File: src/rtl/ftfp_pkg.sv
// Package for the fixed-timestep frame pacer: payload structs, register
// indexes, reset values and arithmetic constants.
// No dependencies.
`timescale 1ns / 1ps
`default_nettype none

package ftfp_pkg;

    localparam int TIME_BITS  = 48;
    localparam int STEP_W     = 24;
    localparam int THR_W      = 8;
    localparam int LAG_W      = 16;
    localparam int CFG_IDX_W  = 4;
    localparam int DIV_ITER_W = $clog2(STEP_W);

    localparam logic [CFG_IDX_W-1:0] CFG_FIXED_STEP_MODE    = CFG_IDX_W'(0);
    localparam logic [CFG_IDX_W-1:0] CFG_STEP_TICKS         = CFG_IDX_W'(1);
    localparam logic [CFG_IDX_W-1:0] CFG_MAX_ELAPSED_TICKS  = CFG_IDX_W'(2);
    localparam logic [CFG_IDX_W-1:0] CFG_SLOW_LAG_THRESHOLD = CFG_IDX_W'(3);

    localparam logic              RST_FIXED_STEP_MODE = 1'b1;
    localparam logic [STEP_W-1:0] RST_STEP_TICKS      = STEP_W'(166667);
    localparam logic [STEP_W-1:0] RST_MAX_ELAPSED     = STEP_W'(5000000);
    localparam logic [THR_W-1:0]  RST_SLOW_THRESHOLD  = THR_W'(5);

    // 1 ms in 100 ns ticks
    localparam logic [TIME_BITS-1:0] WAIT_MARGIN_TICKS = TIME_BITS'(10000);
    localparam logic [LAG_W-1:0]     LAG_MAX           = '1;

    typedef struct packed {
        logic [TIME_BITS-1:0] now_ticks;
        logic                 exit_request;
        logic                 suppress_draw;
    } in_item_t;

    typedef struct packed {
        logic                 waiting;
        logic [STEP_W-1:0]    update_count;
        logic [STEP_W-1:0]    elapsed_ticks;
        logic [TIME_BITS-1:0] total_ticks;
        logic                 running_slowly;
        logic                 draw;
        logic                 stop;
    } out_item_t;

endpackage

`default_nettype wire

File: src/rtl/fixed_timestep_frame_pacer.sv
// Fixed-timestep frame pacer: sequencer around one shared 24-bit
// shift-subtract unit that counts whole update steps per frame.
// Depends on ftfp_pkg.
//
// Usage: each transaction on s_ (valid/ready) carries a time sample in
// 100 ns ticks plus exit and draw-suppress flags; each one yields exactly
// one result transaction on m_ (valid/ready). The cfg_ channel writes the
// four registers and is always ready; write it only while the block is idle.
// Path from input acceptance to m_valid: DIFF, ACC and CHECK for a "waiting"
// result, then FIN as well in variable mode or when exit is requested, and
// DIV, DIVEND and FIN when steps are counted in fixed mode (DIV is the
// step-count divider, one quotient bit per cycle). s_ready comes back high
// together with m_valid.
// The result sits in an output register: a new sample is accepted while the
// previous result still waits for m_ready. If the receiver stalls, the next
// result waits in its last sequencer state until the register frees up.
// Reset (synchronous, active low) clears accumulator, last sample, game
// total, lag and slow flag, and loads the register defaults.
`timescale 1ns / 1ps
`default_nettype none

module fixed_timestep_frame_pacer (
    input  wire logic                              aclk,
    input  wire logic                              aresetn,
    input  wire logic                              s_valid,
    output logic                                   s_ready,
    input  wire ftfp_pkg::in_item_t                s_data,
    output logic                                   m_valid,
    input  wire logic                              m_ready,
    output ftfp_pkg::out_item_t                    m_data,
    input  wire logic                              cfg_valid,
    output logic                                   cfg_ready,
    input  wire logic [ftfp_pkg::CFG_IDX_W-1:0]    cfg_index,
    input  wire logic [ftfp_pkg::STEP_W-1:0]       cfg_data
);
    import ftfp_pkg::*;

    typedef enum logic [2:0] {
        ST_IDLE,
        ST_DIFF,
        ST_ACC,
        ST_CHECK,
        ST_DIV,
        ST_DIVEND,
        ST_FIN
    } state_t;

    state_t state_reg, state_next;

    in_item_t             in_reg, in_next;
    logic [TIME_BITS-1:0] last_reg, last_next;
    logic [TIME_BITS-1:0] acc_reg, acc_next;
    logic [TIME_BITS-1:0] total_reg, total_next;
    logic [TIME_BITS-1:0] mag_reg, mag_next;
    logic                 back_reg, back_next;
    logic [LAG_W-1:0]     lag_reg, lag_next;
    logic                 slow_reg, slow_next;
    logic [STEP_W-1:0]    q_reg, q_next;
    logic [STEP_W:0]      rem_reg, rem_next;
    logic [DIV_ITER_W-1:0] iter_reg, iter_next;
    logic [STEP_W-1:0]    elapsed_reg, elapsed_next;
    logic                 m_valid_reg, m_valid_next;
    out_item_t            m_data_reg, m_data_next;

    logic                 mode_reg;
    logic [STEP_W-1:0]    step_reg;
    logic [STEP_W-1:0]    max_reg;
    logic [THR_W-1:0]     thr_reg;

    logic                 out_free;
    logic [STEP_W-1:0]    step_eff;
    logic [TIME_BITS:0]   acc_sum, acc_dif, gap;
    logic                 below_step, wait_hit, over_max;
    logic [STEP_W-1:0]    acc_clamped;
    logic [STEP_W:0]      div_shift;
    logic [STEP_W+1:0]    div_trial;
    logic [STEP_W:0]      lag_sum;
    logic [LAG_W-1:0]     lag_a, lag_b;
    logic                 slow_a;
    logic [TIME_BITS-1:0] total_sum;

    assign s_ready   = (state_reg == ST_IDLE);
    assign cfg_ready = 1'b1;
    assign m_valid   = m_valid_reg;
    assign m_data    = m_data_reg;
    assign out_free  = !m_valid_reg || m_ready;

    assign step_eff = (step_reg == '0) ? STEP_W'(1) : step_reg;

    // saturating accumulate, forward or backward
    assign acc_sum = {1'b0, acc_reg} + {1'b0, mag_reg};
    assign acc_dif = {1'b0, acc_reg} - {1'b0, mag_reg};

    assign gap        = {{(TIME_BITS-STEP_W+1){1'b0}}, step_eff} - {1'b0, acc_reg};
    assign below_step = !gap[TIME_BITS] && (gap != '0);
    assign wait_hit   = mode_reg && below_step && (gap[TIME_BITS-1:0] >= WAIT_MARGIN_TICKS);
    assign over_max   = acc_reg > {{(TIME_BITS-STEP_W){1'b0}}, max_reg};
    assign acc_clamped = over_max ? max_reg : acc_reg[STEP_W-1:0];

    // shared restoring-divide step
    assign div_shift = {rem_reg[STEP_W-1:0], q_reg[STEP_W-1]};
    assign div_trial = {1'b0, div_shift} - {2'b00, step_eff};

    // lag bookkeeping on the final step count
    assign lag_sum   = {{(STEP_W+1-LAG_W){1'b0}}, lag_reg} + {1'b0, q_reg} - (STEP_W+1)'(1);
    always_comb begin
        lag_a = lag_reg;
        if (q_reg > STEP_W'(1)) begin
            lag_a = (lag_sum > {{(STEP_W+1-LAG_W){1'b0}}, LAG_MAX}) ? LAG_MAX
                                                                    : lag_sum[LAG_W-1:0];
        end
        if (slow_reg) begin
            slow_a = (lag_a != '0);
        end else begin
            slow_a = (lag_a >= {{(LAG_W-THR_W){1'b0}}, thr_reg});
        end
        lag_b = ((q_reg == STEP_W'(1)) && (lag_a != '0)) ? lag_a - LAG_W'(1) : lag_a;
    end

    assign total_sum = total_reg + {{(TIME_BITS-STEP_W){1'b0}}, elapsed_reg};

    always_comb begin
        state_next   = state_reg;
        in_next      = in_reg;
        last_next    = last_reg;
        acc_next     = acc_reg;
        total_next   = total_reg;
        mag_next     = mag_reg;
        back_next    = back_reg;
        lag_next     = lag_reg;
        slow_next    = slow_reg;
        q_next       = q_reg;
        rem_next     = rem_reg;
        iter_next    = iter_reg;
        elapsed_next = elapsed_reg;
        m_valid_next = m_valid_reg && !m_ready;
        m_data_next  = m_data_reg;

        case (state_reg)
            ST_IDLE: begin
                if (s_valid) begin
                    in_next    = s_data;
                    state_next = ST_DIFF;
                end
            end
            ST_DIFF: begin
                back_next  = in_reg.now_ticks < last_reg;
                mag_next   = (in_reg.now_ticks < last_reg) ? last_reg - in_reg.now_ticks
                                                           : in_reg.now_ticks - last_reg;
                last_next  = in_reg.now_ticks;
                state_next = ST_ACC;
            end
            ST_ACC: begin
                if (back_reg) begin
                    acc_next = acc_dif[TIME_BITS] ? '0 : acc_dif[TIME_BITS-1:0];
                end else begin
                    acc_next = acc_sum[TIME_BITS] ? '1 : acc_sum[TIME_BITS-1:0];
                end
                state_next = ST_CHECK;
            end
            ST_CHECK: begin
                if (wait_hit) begin
                    if (out_free) begin
                        m_valid_next                = 1'b1;
                        m_data_next.waiting         = 1'b1;
                        m_data_next.update_count    = '0;
                        m_data_next.elapsed_ticks   = '0;
                        m_data_next.total_ticks     = total_reg;
                        m_data_next.running_slowly  = slow_reg;
                        m_data_next.draw            = 1'b0;
                        m_data_next.stop            = 1'b0;
                        state_next                  = ST_IDLE;
                    end
                end else if (!mode_reg) begin
                    q_next       = STEP_W'(1);
                    elapsed_next = acc_clamped;
                    acc_next     = '0;
                    state_next   = ST_FIN;
                end else if (in_reg.exit_request) begin
                    q_next       = '0;
                    elapsed_next = '0;
                    acc_next     = {{(TIME_BITS-STEP_W){1'b0}}, acc_clamped};
                    state_next   = ST_FIN;
                end else begin
                    q_next     = acc_clamped;
                    rem_next   = '0;
                    iter_next  = '0;
                    acc_next   = {{(TIME_BITS-STEP_W){1'b0}}, acc_clamped};
                    state_next = ST_DIV;
                end
            end
            ST_DIV: begin
                if (!div_trial[STEP_W+1]) begin
                    rem_next = div_trial[STEP_W:0];
                    q_next   = {q_reg[STEP_W-2:0], 1'b1};
                end else begin
                    rem_next = div_shift;
                    q_next   = {q_reg[STEP_W-2:0], 1'b0};
                end
                iter_next = iter_reg + DIV_ITER_W'(1);
                if (iter_reg == DIV_ITER_W'(STEP_W - 1)) begin
                    state_next = ST_DIVEND;
                end
            end
            ST_DIVEND: begin
                // quotient * step is the dividend minus the remainder
                elapsed_next = acc_reg[STEP_W-1:0] - rem_reg[STEP_W-1:0];
                acc_next     = {{(TIME_BITS-STEP_W){1'b0}}, rem_reg[STEP_W-1:0]};
                state_next   = ST_FIN;
            end
            ST_FIN: begin
                if (out_free) begin
                    total_next = total_sum;
                    if (mode_reg) begin
                        lag_next  = lag_b;
                        slow_next = slow_a;
                    end
                    m_valid_next               = 1'b1;
                    m_data_next.waiting        = 1'b0;
                    m_data_next.update_count   = q_reg;
                    m_data_next.elapsed_ticks  = elapsed_reg;
                    m_data_next.total_ticks    = total_sum;
                    m_data_next.running_slowly = mode_reg ? slow_a : slow_reg;
                    m_data_next.draw           = !in_reg.suppress_draw;
                    m_data_next.stop           = in_reg.exit_request;
                    state_next                 = ST_IDLE;
                end
            end
            default: begin
                state_next = ST_IDLE;
            end
        endcase
    end

    always_ff @(posedge aclk) begin
        if (!aresetn) begin
            state_reg   <= ST_IDLE;
            last_reg    <= '0;
            acc_reg     <= '0;
            total_reg   <= '0;
            lag_reg     <= '0;
            slow_reg    <= 1'b0;
            m_valid_reg <= 1'b0;
            mode_reg    <= RST_FIXED_STEP_MODE;
            step_reg    <= RST_STEP_TICKS;
            max_reg     <= RST_MAX_ELAPSED;
            thr_reg     <= RST_SLOW_THRESHOLD;
        end else begin
            state_reg   <= state_next;
            last_reg    <= last_next;
            acc_reg     <= acc_next;
            total_reg   <= total_next;
            lag_reg     <= lag_next;
            slow_reg    <= slow_next;
            m_valid_reg <= m_valid_next;
            if (cfg_valid) begin
                case (cfg_index)
                    CFG_FIXED_STEP_MODE:    mode_reg <= cfg_data[0];
                    CFG_STEP_TICKS:         step_reg <= cfg_data;
                    CFG_MAX_ELAPSED_TICKS:  max_reg  <= cfg_data;
                    CFG_SLOW_LAG_THRESHOLD: thr_reg  <= cfg_data[THR_W-1:0];
                    default: begin
                    end
                endcase
            end
        end
        in_reg      <= in_next;
        mag_reg     <= mag_next;
        back_reg    <= back_next;
        q_reg       <= q_next;
        rem_reg     <= rem_next;
        iter_reg    <= iter_next;
        elapsed_reg <= elapsed_next;
        m_data_reg  <= m_data_next;
    end

    // a waiting frame carries no update, draw or stop
    assert property (@(posedge aclk) disable iff (!aresetn)
        (m_valid_reg && m_data_reg.waiting) |->
            (m_data_reg.update_count == '0 && !m_data_reg.draw && !m_data_reg.stop))
        else $error("waiting result carries updates");

    // accumulator already clamped while counting steps
    assert property (@(posedge aclk) disable iff (!aresetn)
        (state_reg == ST_DIV) |-> (acc_reg <= {{(TIME_BITS-STEP_W){1'b0}}, max_reg}))
        else $error("accumulator above ceiling in divider");

    // partial remainder stays below the divisor
    assert property (@(posedge aclk) disable iff (!aresetn)
        (state_reg == ST_DIV || state_reg == ST_DIVEND) |->
            (rem_reg < {1'b0, step_eff}))
        else $error("divider remainder out of range");

    // results are only produced from the check or finish states
    assert property (@(posedge aclk) disable iff (!aresetn)
        $rose(m_valid_reg) |->
            ($past(state_reg) == ST_CHECK || $past(state_reg) == ST_FIN))
        else $error("result loaded from unexpected state");

endmodule

`default_nettype wire
File: config.mk
export PLATFORM = sky130hd
export DESIGN_NAME = fixed_timestep_frame_pacer
export DESIGN_NICKNAME = d
export VERILOG_FILES = /design/src/rtl/ftfp_pkg.sv /design/src/rtl/fixed_timestep_frame_pacer.sv
export SDC_FILE = /design/constraint.sdc
export NUM_CORES = 2
export LEC_CHECK = 0
export BUFFER_PORTS_ARGS = -buffer_cell sky130_fd_sc_hd__buf_2
export CAP_MARGIN = 20
export CORE_ASPECT_RATIO = 1.25
export CORE_UTILIZATION = 45
export DETAILED_ROUTE_END_ITERATION = 7
export PLACE_DENSITY = 0.71
export SLEW_MARGIN = 20
export SYNTH_ARGS = -nofsm -noshare
export SYNTH_HDL_FRONTEND = slang
export SYNTH_SLANG_ARGS = --single-unit
File: constraint.sdc
create_clock -name aclk -period 8 [get_ports aclk]
set_clock_uncertainty 0.05 [all_clocks]
set_input_delay 0.8 -clock aclk [delete_from_list [all_inputs] [get_ports aclk]]
set_output_delay 0.8 -clock aclk [all_outputs]
set_load 0.01 [all_outputs]
==> out/qor.yml <==
vdd_drop_max_v: 0.000195
clkSinkCount: 498
crit_chain: "nor4_1 > nand4_1 > nor2_1 > or2_2 > inv_1 > ha_1 > fa_1 > nor2b_1 > o2111a_1 > o2111ai_1 > a31oi_2 > o21ai_2 > a21oi_2 > a2bb2oi_1 > or4_1 > or4b_1 > o211ai_2 > and2_1 > o221ai_1 > o221a_2"
synth_edf_count: 276
hold_buffers: 0
grt_pass1_wl_um: 184000
viasPerCell: 5.99
io_pins: 186
async_reset_ff_share_pct: 0
finalHoldViolCount: 0
crit_arrival_ns: 7.12
clkPwrFrac_pct: 27.4
comb_power_share_pct: 39.9
min_path_type: "input pin to flop"
status: "finished clean"
crit_path_max_incr_delay_ns: 0.83
synth_cells: 4704
vias: 35300
criticalPathCategory: "flop to flop"
core.rowCount: 120
final_cells: 5890
firstDrtPassIters: 8
drtAntennaViolNets: 0
critPathLaunchType: "flop"
grt.total_usage_pct: 26.5
crit_path_end_kind: "flop"
antenna_found_initial: 1
finalSetupViolations: 0
area_growth_pct: 9.44
synth_fp_nets: 5160
grt-ovfl-total: 0
synthFlopType: "edfxtp_1"
cts_setup_buffers: 0
multiInputGateArea_um2: 23600
cellLeakagePower_nw: 17.9
max_freq_ghz: 0.151
cap_violations: 0
timing.final.crit_share_pct: 82.7
switching_power_mw: 3.79
core_area_um2: 85600
die_y_um: 331
dp.cells: 5788
diodes: 0
clk_latency_ns: 0.68
die_width_um: 265
timing.hold.ws_ns: 0.254
grt_pass1_vias: 33300
clkTransAtPathRegs_ns: 0.06
drv_slew: 0
initial_core_util_pct: 45.4
wl_per_cell_um: 20.2
powerDensity_nw_per_um2: 227
worstPathMaxFanout: 23
nFillCells: 8168
slew_headroom_pct: 24.1
cts_root_buffer: "clkbuf_16"
drive_gt1_share_pct: 8.93
drt_wl_total_um: 119000
rsz0062_at_grt: "no"
power.total_mw: 9.66
worstMarginPinSlew_ns: 1.11
tns_ns: 0
p_int_mw: 5.87
period_needed_ns: 6.62
cp.required_ns: 8.50
syn_area_per_cell_um2: 8.27
crit_slowest_cell: "nor4_1"
largest_register_ffs: 100
yosysWarnings: 0
grt_max_degree: 98
dp_hpwl_um: 91200
cts_made_buffers: 54
fp.dieArea_um2: 87600
register_area_um2: 12700
cts_htree_levels: 2
fin_nets: 5202
cts-resized-gates: 0
netlist_area_um2: 38900
ys_seq_area_share_pct: 32.7
switching_share_pct: 39.3
cts_tree: "done"
drt_iter0_drc: 2956
ys_ff_latch: 498
portBuffers: 184
yosys.cell_types.count: 99
drc: 0
seq_power_share_pct: 32.7
cts_buffer_depth: 3
gp_congestion: 1.03
## layout make-up
cell class | instances | share of cell area [%]
Sequential cell | 498 | 29.9
Timing Repair Buffer | 233 | 3.11
Tap cell | 1098 | 3.23
Inverter | 442 | 3.91
Clock buffer | 66 | 3.55
Multi-Input combinational cell | 3517 | 55.4
Clock inverter | 36 | 0.859
## power groups by stage
stage	clock network [mW]	logic [mW]	registers [mW]
3_3_place_gp	0	3.74	3.20
6_report	2.65	3.86	3.16
4_1_cts	2.70	3.78	3.15
3_5_place_dp	0	3.76	3.21
5_1_grt	2.78	4.20	3.18
2_1_floorplan	0	2.76	3.14
## kinds of logic after synthesis
group / Yosys count / synth area share [%]
fa+ha+maj: 373 / 12.2
other cells: 1 / 0.00964
mux: 74 / 1.95
xor+xnor: 213 / 4.80
buf+inv: 689 / 6.72
flops: 498 / 32.7
simple gates: 1442 / 17.9
compound gates: 1414 / 23.7
## per-stage QoR
stage	utilization, %	instance area (um2)	setup slack (ns)
detailed placement	47.5	40700	1.64
finish	49.7	42600	1.38
floorplan	-	38900	1.33
global route	49.7	42600	0.900
global placement	47.5	40600	1.58
CTS	49.7	42600	1.60
## worst paths after layout
path / startpoint / end / slack [ns] / depth (start not counted)
hold reg to reg: last_reg[47] / last_reg[47] / 0.42 / 2
hold / removal: s_data[0] / in_reg[0] / 0.25 / 1
setup / recovery: step_reg[20] / acc_reg[4] / 1.38 / 20
setup reg to reg: step_reg[20] / acc_reg[4] / 1.38 / 20
## cells in the final DEF (no fill, tap or decap), drive strengths merged, types with 15 or more instances in the layout
master | Yosys | layout
o311ai | 16 | 16
o21a | 39 | 39
a21o | 128 | 128
a211o | 19 | 19
mux2i | 64 | 64
a221oi | 23 | 23
edfxtp | 276 | 276
nor3 | 100 | 100
clkinv | 1 | 22
nand4 | 67 | 67
buf | 19 | 233
o21ai | 239 | 239
nand3 | 112 | 112
a22o | 15 | 15
o221ai | 23 | 23
o22ai | 62 | 62
o21bai | 62 | 62
a21oi | 437 | 437
and3 | 35 | 35
clkbuf | 228 | 66
nor2 | 351 | 351
dfxtp | 222 | 222
or4 | 20 | 20
o211ai | 47 | 47
a22oi | 15 | 15
or2 | 33 | 33
nand2 | 450 | 450
nor2b | 55 | 55
o31ai | 46 | 46
nor4 | 33 | 33
or3 | 29 | 29
nand2b | 53 | 53
and2 | 56 | 56
ha | 364 | 364
xor2 | 90 | 90
a211oi | 56 | 56
a31oi | 43 | 43
inv | 441 | 448
xnor2 | 123 | 123
## synth_stat cells, types with 98 or more instances
cell type	count	share of area [%]
a21o_1	128	2.5
a21oi_1	436	5.6
clkbuf_1	227	2.2
dfxtp_1	222	11
edfxtp_1	276	21
ha_1	364	12
inv_1	441	4.3
nand2_1	449	4.3
nand3_1	110	1.4
nor2_1	351	3.4
nor3_1	98	1.3
o21ai_0	236	3.0
xnor2_1	123	2.8
## metal layers
layer | wire, um | GRT usage (%) | part of all wire, %
met2 | 55700 | 45.5 | 47
met4 | 7750 | 15.8 | 6.5
met1 | 47800 | 31.8 | 40
met5 | 0 | 0 | 0
met3 | 7400 | 3.12 | 6.2
## worst max-delay path, delay by kind of cell (launching register included)
| family | cells | cell delay, ns |
|---|---|---|
| simple gates | 8 | 3.21 |
| compound gates | 9 | 2.28 |
| fa+ha+maj | 2 | 0.55 |
| flops | 1 | 0.35 |
| buf+inv | 1 | 0.04 |
Note: power is estimated with default switching activity, not from simulation.
